$ cat src/rtl/iqssb_pkg.sv
// ----------------------------------------------------------------------------
// iqssb_pkg
// types, constants and coefficient tables of the iq ssb/am demodulator
// ----------------------------------------------------------------------------
package iqssb_pkg;

  localparam int DAC_FULL_SCALE = 4096;
  localparam int ADC_FULL_SCALE = 4096;
  localparam int TAPS           = 15;
  localparam int LP_TAPS        = 8;
  localparam int HB_TAPS        = 4;

  localparam logic [12:0]        ADC_MIDSCALE = 13'(ADC_FULL_SCALE / 2);
  localparam logic signed [16:0] DAC_MIDSCALE = 17'(DAC_FULL_SCALE / 2);
  localparam logic signed [16:0] DAC_TOP      = 17'(DAC_FULL_SCALE);

  localparam logic [1:0] MODE_USB  = 2'd0;
  localparam logic [1:0] MODE_LSB  = 2'd1;
  localparam logic [1:0] MODE_AM   = 2'd2;
  localparam logic [1:0] MODE_MUTE = 2'd3;

  localparam logic REG_DEMOD_MODE = 1'b0;
  localparam logic REG_AUDIO_GAIN = 1'b1;

  typedef logic signed [15:0] sample16_t;

  typedef struct packed {
    logic [11:0] i_raw;
    logic [11:0] q_raw;
    logic        clear_monitors;
  } in_item_t;

  typedef struct packed {
    logic [12:0]        dac_level;
    logic               clip_now;
    logic               clip_seen;
    logic [14:0]        input_peak;
    logic [14:0]        output_peak;
    logic signed [11:0] i_dc;
    logic signed [11:0] q_dc;
  } out_item_t;

  typedef struct packed {
    logic [1:0]        demod_mode;
    logic signed [7:0] gain;
  } merge_cfg_t;

  typedef struct packed {
    logic [12:0] dac_level;
    logic        clip_now;
    logic        clip_seen;
    logic [14:0] input_peak;
    logic [14:0] output_peak;
  } merge_res_t;

  function automatic logic signed [13:0] lp_coef(input logic [2:0] idx);
    logic signed [13:0] c;
    case (idx)
      3'd0:    c = -14'sd86;
      3'd1:    c = 14'sd18;
      3'd2:    c = 14'sd488;
      3'd3:    c = 14'sd1404;
      3'd4:    c = 14'sd2669;
      3'd5:    c = 14'sd3998;
      3'd6:    c = 14'sd5013;
      default: c = 14'sd5394;
    endcase
    return c;
  endfunction

  function automatic logic signed [15:0] hb_coef(input logic [1:0] idx);
    logic signed [15:0] c;
    case (idx)
      2'd0:    c = 16'sd2980;
      2'd1:    c = 16'sd4172;
      2'd2:    c = 16'sd6953;
      default: c = 16'sd20860;
    endcase
    return c;
  endfunction

  // magnitude of a 16-bit value, saturated to 15 bits
  function automatic logic [14:0] mag_sat16(input logic signed [15:0] v);
    logic [15:0] m;
    m = v[15] ? 16'(-v) : 16'(v);
    return m[15] ? 15'h7fff : m[14:0];
  endfunction

endpackage

$ cat src/rtl/iq_ssb_am_demodulator_unit.sv
// ----------------------------------------------------------------------------
// iq_ssb_am_demodulator_unit
// flow: an input transfer passes the lanes, then the merge, then the output
//   register; a negative gain adds the bit-serial divide in the merge
// one item in flight: a new transfer is taken only once the result has moved
//   to the output register, so the pace is set by the one-multiplier lowpass
//   loop, the hilbert loop, the bit-serial divider and a stalled output
// reset: synchronous, clears dc estimates, delay lines, monitors and config registers
// ----------------------------------------------------------------------------
module iq_ssb_am_demodulator_unit (
  input  logic                 clk,
  input  logic                 rst,
  input  logic                 in_valid,
  output logic                 in_ready,
  input  iqssb_pkg::in_item_t  in_item,
  output logic                 out_valid,
  input  logic                 out_ready,
  output iqssb_pkg::out_item_t out_item,
  input  logic                 cfg_we,
  input  logic                 cfg_index,
  input  logic [7:0]           cfg_data
);
  import iqssb_pkg::*;

  // top sequencer: idle, lanes filtering, merge running, result waiting
  typedef enum logic [3:0] {
    T_IDLE  = 4'b0001,
    T_LANE  = 4'b0010,
    T_MERGE = 4'b0100,
    T_OUT   = 4'b1000
  } tstate_t;

  tstate_t            state;
  logic [1:0]         demod_mode;
  logic signed [7:0]  gain_setting;
  logic               clear_hold;
  logic               lane_start;
  logic               merge_start;
  logic               done_i;
  logic               done_q;
  logic               merge_done;
  logic               out_load;
  logic signed [11:0] i_dc;
  logic signed [11:0] q_dc;
  sample16_t          i_line [TAPS];
  sample16_t          q_line [TAPS];
  merge_cfg_t         mcfg;
  merge_res_t         mres;

  // one item in flight; the output register lets the next transfer in
  assign in_ready    = (state == T_IDLE);
  assign lane_start  = (state == T_IDLE) && in_valid;
  assign merge_start = (state == T_LANE) && done_i && done_q;
  assign out_load    = (state == T_OUT) && (!out_valid || out_ready);
  assign mcfg        = '{demod_mode: demod_mode, gain: gain_setting};

  // in-phase and quadrature lanes run side by side
  iqssb_lane u_lane_i (
    .clk    (clk),
    .rst    (rst),
    .start  (lane_start),
    .raw    (in_item.i_raw),
    .done   (done_i),
    .dc_est (i_dc),
    .fline  (i_line)
  );

  iqssb_lane u_lane_q (
    .clk    (clk),
    .rst    (rst),
    .start  (lane_start),
    .raw    (in_item.q_raw),
    .done   (done_q),
    .dc_est (q_dc),
    .fline  (q_line)
  );

  // merge holds its result until the next start
  iqssb_merge u_merge (
    .clk    (clk),
    .rst    (rst),
    .start  (merge_start),
    .clear  (clear_hold),
    .cfg    (mcfg),
    .i_line (i_line),
    .q_line (q_line),
    .done   (merge_done),
    .res    (mres)
  );

  always_ff @(posedge clk) begin
    if (rst) begin
      state        <= T_IDLE;
      out_valid    <= 1'b0;
      demod_mode   <= MODE_USB;
      gain_setting <= '0;
    end else begin
      // the user must write the registers only while idle; the block does not enforce it
      if (cfg_we) begin
        unique case (cfg_index)
          REG_DEMOD_MODE: demod_mode <= cfg_data[1:0];
          REG_AUDIO_GAIN: gain_setting <= $signed(cfg_data);
          default: ;
        endcase
      end
      // a new result replaces the one taken in the same cycle
      if (out_load) out_valid <= 1'b1;
      else if (out_valid && out_ready) out_valid <= 1'b0;
      unique case (state)
        T_IDLE:  if (in_valid) state <= T_LANE;
        T_LANE:  if (done_i && done_q) state <= T_MERGE;
        T_MERGE: if (merge_done) state <= T_OUT;
        T_OUT:   if (!out_valid || out_ready) state <= T_IDLE;
        default: state <= T_IDLE;
      endcase
    end
  end

  // payload registers
  always_ff @(posedge clk) begin
    if (lane_start) clear_hold <= in_item.clear_monitors;
    if (out_load) begin
      out_item.dac_level   <= mres.dac_level;
      out_item.clip_now    <= mres.clip_now;
      out_item.clip_seen   <= mres.clip_seen;
      out_item.input_peak  <= mres.input_peak;
      out_item.output_peak <= mres.output_peak;
      out_item.i_dc        <= i_dc;
      out_item.q_dc        <= q_dc;
    end
  end

endmodule

$ cat src/rtl/iqssb_lane.sv
// ----------------------------------------------------------------------------
// iqssb_lane
// one channel: re-centering, dc tracking and 15-tap lowpass, one tap pair a cycle
// ----------------------------------------------------------------------------
module iqssb_lane (
  input  logic                 clk,
  input  logic                 rst,
  input  logic                 start,
  input  logic [11:0]          raw,
  output logic                 done,
  output logic signed [11:0]   dc_est,
  output iqssb_pkg::sample16_t fline [iqssb_pkg::TAPS]
);
  import iqssb_pkg::*;

  logic signed [12:0] rline [TAPS];
  logic signed [12:0] rnew  [TAPS];
  logic signed [13:0] pre      [LP_TAPS];
  logic signed [13:0] pre_next [LP_TAPS];
  logic signed [28:0] acc;
  logic signed [28:0] acc_next;
  logic signed [27:0] prod;
  logic [2:0]         step;
  logic               busy;
  logic signed [12:0] s;
  logic signed [12:0] s_adj;
  logic signed [11:0] dc_adj;
  logic signed [11:0] dc_next;
  logic signed [12:0] x;
  sample16_t          fout;

  always_comb begin
    s       = $signed({1'b0, raw} - ADC_MIDSCALE);
    s_adj   = s + (s[12] ? 13'sd127 : 13'sd0);
    dc_adj  = dc_est + (dc_est[11] ? 12'sd127 : 12'sd0);
    dc_next = dc_est + 12'(s_adj >>> 7) - 12'(dc_adj >>> 7);
    x       = 13'(s - dc_next);
    for (int k = 0; k < TAPS - 1; k++) rnew[k] = rline[k + 1];
    rnew[TAPS - 1] = x;
    for (int k = 0; k < LP_TAPS - 1; k++) begin
      pre_next[k] = 14'(rnew[k]) + 14'(rnew[TAPS - 1 - k]);
    end
    pre_next[LP_TAPS - 1] = 14'(rnew[LP_TAPS - 1]);
    prod     = lp_coef(step) * pre[0];
    acc_next = acc + 29'(prod);
    fout     = 16'(acc_next >>> 16);
  end

  always_ff @(posedge clk) begin
    if (rst) begin
      busy   <= 1'b0;
      step   <= '0;
      done   <= 1'b0;
      dc_est <= '0;
      for (int k = 0; k < TAPS; k++) begin
        rline[k] <= '0;
        fline[k] <= '0;
      end
    end else begin
      done <= 1'b0;
      if (start) begin
        dc_est <= dc_next;
        rline  <= rnew;
        step   <= '0;
        busy   <= 1'b1;
      end else if (busy) begin
        step <= step + 3'd1;
        if (step == 3'(LP_TAPS - 1)) begin
          busy <= 1'b0;
          done <= 1'b1;
          for (int k = 0; k < TAPS - 1; k++) fline[k] <= fline[k + 1];
          fline[TAPS - 1] <= fout;
        end
      end
    end
  end

  // tap-pair sums shift toward the multiplier
  always_ff @(posedge clk) begin
    if (start) begin
      pre <= pre_next;
      acc <= '0;
    end else if (busy) begin
      acc <= acc_next;
      for (int k = 0; k < LP_TAPS - 1; k++) pre[k] <= pre[k + 1];
      pre[LP_TAPS - 1] <= '0;
    end
  end

endmodule

$ cat src/rtl/iqssb_merge.sv
// ----------------------------------------------------------------------------
// iqssb_merge
// combines both lanes: hilbert, demod, gain or divide, clamp and monitors
// ----------------------------------------------------------------------------
module iqssb_merge (
  input  logic                  clk,
  input  logic                  rst,
  input  logic                  start,
  input  logic                  clear,
  input  iqssb_pkg::merge_cfg_t cfg,
  input  iqssb_pkg::sample16_t  i_line [iqssb_pkg::TAPS],
  input  iqssb_pkg::sample16_t  q_line [iqssb_pkg::TAPS],
  output logic                  done,
  output iqssb_pkg::merge_res_t res
);
  import iqssb_pkg::*;

  typedef enum logic [6:0] {
    M_IDLE  = 7'b0000001,
    M_HILB  = 7'b0000010,
    M_DEMOD = 7'b0000100,
    M_GAIN  = 7'b0001000,
    M_DIV   = 7'b0010000,
    M_SIGN  = 7'b0100000,
    M_OUT   = 7'b1000000
  } mstate_t;

  mstate_t            state;
  logic [3:0]         step;
  logic signed [16:0] d [HB_TAPS];
  logic signed [31:0] acc;
  logic signed [31:0] acc_next;
  logic signed [32:0] hprod;
  logic signed [15:0] qh;
  logic signed [15:0] a;
  logic signed [15:0] a_demod;
  logic signed [23:0] gprod;
  logic [15:0]        num;
  logic [7:0]         den;
  logic [7:0]         rem;
  logic [8:0]         rem_sh;
  logic               q_ge;
  logic               neg;
  logic [14:0]        in_peak;
  logic [14:0]        out_peak;
  logic               clip_latch;
  logic [14:0]        mi;
  logic [14:0]        mq;
  logic [14:0]        in_peak_next;
  logic [14:0]        om;
  logic [14:0]        out_peak_next;
  logic [16:0]        ai;
  logic [16:0]        aq;
  logic [17:0]        am;
  logic signed [16:0] lvl;
  logic               clip_hi;
  logic               clip_lo;

  always_comb begin
    hprod    = hb_coef(step[1:0]) * d[0];
    acc_next = acc + 32'(hprod);

    ai = i_line[TAPS - 1][15] ? 17'(-17'(i_line[TAPS - 1])) : 17'(i_line[TAPS - 1]);
    aq = q_line[TAPS - 1][15] ? 17'(-17'(q_line[TAPS - 1])) : 17'(q_line[TAPS - 1]);
    if (ai > aq) am = 18'(ai) + ((18'(aq) * 18'd3) >> 3);
    else         am = 18'(aq) + ((18'(ai) * 18'd3) >> 3);

    case (cfg.demod_mode)
      MODE_USB: a_demod = 16'(i_line[7] - qh);
      MODE_LSB: a_demod = 16'(i_line[7] + qh);
      MODE_AM:  a_demod = 16'(am);
      default:  a_demod = '0;
    endcase

    gprod  = a * cfg.gain;
    rem_sh = {rem, num[15]};
    q_ge   = (rem_sh >= {1'b0, den});

    mi = mag_sat16(i_line[TAPS - 1]);
    mq = mag_sat16(q_line[TAPS - 1]);
    in_peak_next = in_peak;
    if (mi > in_peak_next) in_peak_next = mi;
    if (mq > in_peak_next) in_peak_next = mq;

    om            = mag_sat16(a);
    out_peak_next = (om > out_peak) ? om : out_peak;
    lvl           = 17'(a) + DAC_MIDSCALE;
    clip_hi       = (lvl > DAC_TOP);
    clip_lo       = lvl[16];
  end

  always_ff @(posedge clk) begin
    if (rst) begin
      state      <= M_IDLE;
      step       <= '0;
      done       <= 1'b0;
      in_peak    <= '0;
      out_peak   <= '0;
      clip_latch <= 1'b0;
    end else begin
      done <= 1'b0;
      unique case (state)
        M_IDLE: begin
          if (start) begin
            in_peak <= in_peak_next;
            step    <= '0;
            state   <= M_HILB;
          end
        end
        M_HILB: begin
          step <= step + 4'd1;
          if (step == 4'(HB_TAPS - 1)) state <= M_DEMOD;
        end
        M_DEMOD: state <= M_GAIN;
        M_GAIN: begin
          step <= '0;
          if (cfg.gain[7]) state <= M_DIV;
          else             state <= M_OUT;
        end
        M_DIV: begin
          step <= step + 4'd1;
          if (step == 4'd15) state <= M_SIGN;
        end
        M_SIGN: state <= M_OUT;
        M_OUT: begin
          done       <= 1'b1;
          in_peak    <= clear ? '0 : in_peak;
          out_peak   <= clear ? '0 : out_peak_next;
          clip_latch <= clear ? 1'b0 : (clip_latch | clip_hi | clip_lo);
          state      <= M_IDLE;
        end
        default: state <= M_IDLE;
      endcase
    end
  end

  always_ff @(posedge clk) begin
    case (state)
      M_IDLE: begin
        if (start) begin
          acc <= '0;
          for (int k = 0; k < HB_TAPS; k++) begin
            d[k] <= 17'(q_line[2 * k]) - 17'(q_line[TAPS - 1 - 2 * k]);
          end
        end
      end
      M_HILB: begin
        acc <= acc_next;
        for (int k = 0; k < HB_TAPS - 1; k++) d[k] <= d[k + 1];
        d[HB_TAPS - 1] <= '0;
        if (step == 4'(HB_TAPS - 1)) qh <= acc_next[31:16];
      end
      M_DEMOD: a <= a_demod;
      M_GAIN: begin
        if (!cfg.gain[7] && (cfg.gain != 8'sd0)) a <= gprod[15:0];
        neg <= a[15];
        num <= a[15] ? 16'(-a) : 16'(a);
        den <= 8'(-cfg.gain);
        rem <= '0;
      end
      M_DIV: begin
        rem <= q_ge ? 8'(rem_sh - {1'b0, den}) : rem_sh[7:0];
        num <= {num[14:0], q_ge};
      end
      M_SIGN: a <= neg ? 16'(-num) : 16'(num);
      M_OUT: begin
        res.dac_level   <= clip_hi ? 13'(DAC_FULL_SCALE) : (clip_lo ? 13'd0 : lvl[12:0]);
        res.clip_now    <= clip_hi | clip_lo;
        res.clip_seen   <= clip_latch | clip_hi | clip_lo;
        res.input_peak  <= in_peak;
        res.output_peak <= out_peak_next;
      end
      default: ;
    endcase
  end

endmodule

$ cat config.mk
export PLATFORM = sky130hd
export DESIGN_NAME = iq_ssb_am_demodulator_unit
export DESIGN_NICKNAME = d
export VERILOG_FILES = /design/src/rtl/iqssb_pkg.sv /design/src/rtl/iq_ssb_am_demodulator_unit.sv /design/src/rtl/iqssb_lane.sv /design/src/rtl/iqssb_merge.sv
export SDC_FILE = /design/constraint.sdc
export NUM_CORES = 2
export LEC_CHECK = 0
export BUFFER_PORTS_ARGS = -buffer_cell sky130_fd_sc_hd__buf_4
export CAP_MARGIN = 10
export CORE_MARGIN = 5
export CORE_UTILIZATION = 59
export DETAILED_ROUTE_END_ITERATION = 7
export PLACE_DENSITY = 0.78
export SYNTH_ARGS = -nofsm -noshare
export SYNTH_HDL_FRONTEND = slang
export SYNTH_SLANG_ARGS = --single-unit
$ cat constraint.sdc
create_clock -name clk -period 7.81 [get_ports clk]
set_input_delay 0 -clock clk [delete_from_list [all_inputs] [get_ports clk]]
set_output_delay 0 -clock clk [all_outputs]
set_load 0.005 [all_outputs]
==> run summary <==
post-layout min period -> 7520 ps
pin count of the biggest net entering global routing -> 233
CTS tree -> done
startpoint type of the worst setup path -> flip-flop
Synth Area in Compound Gates -> 0.120
Post-Route Utilization -> 0.647
GR Overflow Total -> 0
P&R area growth vs syn -> 9.19%
post-route cell area -> 104000 um^2
DP Cell Count -> 12545
Hold Crit Class -> in -> reg
Yosys top cell area share -> 0.171
Longest Clk Path Bufs -> 3
Max Clock Skew -> 43.7 ps
sequential area share after synthesis -> 0.326
number of flops mapped to enable cells by yosys -> 490
fraction of layout cells with a size suffix above 1 -> 0.0517
Max Slew Vio Count -> 0
crit path max fanout -> 8
Avg WL per Cell -> 17.7 um
main area contributors after synthesis -> dfxtp_1, fa_1, edfxtp_1
register area -> 31000 um^2
DP HPWL -> 168 mm
Worst Setup Path Type -> reg -> reg
Port Buffers -> 109
Die Height -> 411 um
first-pass GRT wire length -> 375 mm
WHS -> 168 ps
reg2reg start -> u_lane_q.step[0]
Critical Path RT -> 8430 ps
initial antenna violation count -> 8
# fillers -> 12944
Synth Area in Adders -> 0.272
Nets -> 12216
Final Non-Filler Cells -> 12885
vias in the first global route -> 73272
Top FF cell, synth -> dfxtp_1
syn_area_per_cell -> 8.97 um^2
Slew @ Worst Pin -> 1280 ps
largest family of logic cells by synthesized area -> adder cells
Critical Path AT -> 8140 ps
Crit-path slowest cell -> fa_1
Num CTS Buffers -> 145
most frequent cell after synthesis -> nand2_1
count of cell types in the netlist -> 93
DR iter-0 viols -> 5851
die width -> 411 um
Final ANT Viol Nets -> 0
Worst R2R Setup Slack -> 290 ps
CP Capture Type -> flip-flop
final period utilization -> 0.963
setup violators final -> 0
Synth Register Bits -> 1303
list of most frequent post-synthesis cells -> nand2_1, inv_1, a21oi_1
Placeable Area -> 160000 um^2
Synth Area in XOR/XNOR -> 0.0454
GRT Total Usage -> 0.270
Clock Root Buffer -> clkbuf_16
CTS Sinks -> 1303
clk_lat worst skew -> 810 ps
initial core utilization -> 0.592
Async SR Flop Fraction -> 0
Synth Instances -> 10591
Top cell by count, worst path -> fa_1
# IOs -> 110
DRC -> 0
Post-Place Cell Area -> 97900 um^2
Synth Cell Area -> 95000 um^2
Critical Path Max Stage Delay -> 560 ps
gpl congestion -> 0.939
die area -> 169000 um^2
simple-gate share of the synthesized area -> 0.157
Final Hold Vio Count -> 0
Max-slew headroom -> 0.145
final wirelength -> 228 mm
Yosys Warn Count -> 0
Peak Freq -> 133 MHz
Rows -> 147
Worst Setup SP -> u_lane_q.step[0]
leading area contributor after synthesis -> dfxtp_1
vias per cell -> 5.61
DRT Pass-1 Iters -> 6
Multi-input gate area -> 57700 um^2
Worst Hold Launch -> in_item[12]
DR vias -> 72347
Max Cap Viol -> 0
status -> complete, no violations
Reg clk slew, reported paths -> 70 ps
H-tree levels -> 4
post-synthesis mux area share -> 0.00990
[per-layer routing]
metal / wire length, um / share of wire / global-route usage / vias up
met3: 13800 / 0.060 / 0.0385 / 429
met4: 6780 / 0.030 / 0.0821 / 4
met2: 108000 / 0.47 / 0.450 / 2002
li1: - / - / - / 34561
met5: 27 / 0.00012 / 0 / -
met1: 99500 / 0.44 / 0.369 / 35351
[cell usage in the layout (no fill, tap or decap), types with 27 or more instances in the layout]
cell type	netlist	routed
o21ai_0	388	385
nand2b_1	98	96
dfxtp_1	813	809
fa_1	792	792
a21boi_0	54	54
clkbuf_1	426	31
nand3_1	49	46
nor3_1	118	117
o41ai_1	43	41
a31oi_1	28	27
dlygate4sd3_1	0	62
nand4_1	29	29
mux2i_1	85	85
and3_1	42	40
or3_1	32	32
a211oi_1	31	29
clkbuf_16	0	151
buf_4	0	212
o31ai_1	49	49
o21a_1	70	70
nor2b_1	126	123
inv_1	1308	1306
nand2_1	1993	1992
xnor2_1	281	278
and2_1	258	258
nor2_1	558	557
clkinv_2	0	30
xor2_1	208	208
edfxtp_1	490	490
conb_1	2	33
a22o_1	30	30
ha_1	788	784
a21o_1	111	110
a21oi_1	961	958
[logic make-up (layout without fill, tap and decap cells)]
family,after synthesis,after routing
other cells,2,37
simple gates,3415,3415
mux,93,93
xor+xnor,491,491
compound gates,1934,1934
buf+inv,1765,1864
fa+ha+maj,1588,1588
flops,1303,1303
[area by class of cell]
class | instances | share of cell area
Clock inverter | 67 | 0.00815
Tap cell | 2160 | 0.0261
Sequential cell | 1303 | 0.299
Clock buffer | 204 | 0.0404
Timing Repair Buffer | 281 | 0.0226
Inverter | 1312 | 0.0476
Multi-Input combinational cell | 7554 | 0.556
Antenna cell | 4 | 0.0000965
[state kept, by name, summed over array words and instances (netlist names), 16 cells and up]
| name | count |
|---|---|
| out_item | 69 |
| u_lane_i.acc | 29 |
| u_lane_i.fline | 104 |
| u_lane_i.pre | 111 |
| u_lane_i.rline | 169 |
| u_lane_q.acc | 29 |
| u_lane_q.fline | 195 |
| u_lane_q.pre | 111 |
| u_lane_q.rline | 169 |
| u_merge.a | 16 |
| u_merge.acc | 32 |
| u_merge.d | 56 |
| u_merge.num | 16 |
| u_merge.qh | 16 |
| u_merge.res | 45 |
[critical path, delay by kind of cell (launching register included)]
family,cells,cell delay (ps)
AO/OA/AOI/OAI,7,1370
buffers and inverters,5,600
AND/OR/NAND/NOR,5,1410
adder cells (fa/ha/maj),8,3370
XOR/XNOR,1,210
flip-flops,1,370
[per-stage QoR]
stage               setup WS, ps  TNS, ps
global route               -1.71    -1.71
floorplan                    275        0
finish                       286        0
global placement             339        0
detailed placement           204        0
CTS                          128        0
[final timing paths]
path	to	cells past startpoint
setup / recovery	u_lane_q.fline[12]	26
hold / removal	u_lane_q.rline[11]	5
setup reg to reg	u_lane_q.fline[12]	26
hold reg to reg	out_item[49]	0
[timing repair]
item / in CTS / in global routing
endpoints found under the setup margin: 0 / 44
buffers inserted: 0 / 2
resized for setup: 0 / 32
hold buffers: 62 / 0
hold endpoints to repair: 157 / 0
Power is not shown: default switching activity piles up to over one toggle a cycle in this logic, so the estimate is an artifact.
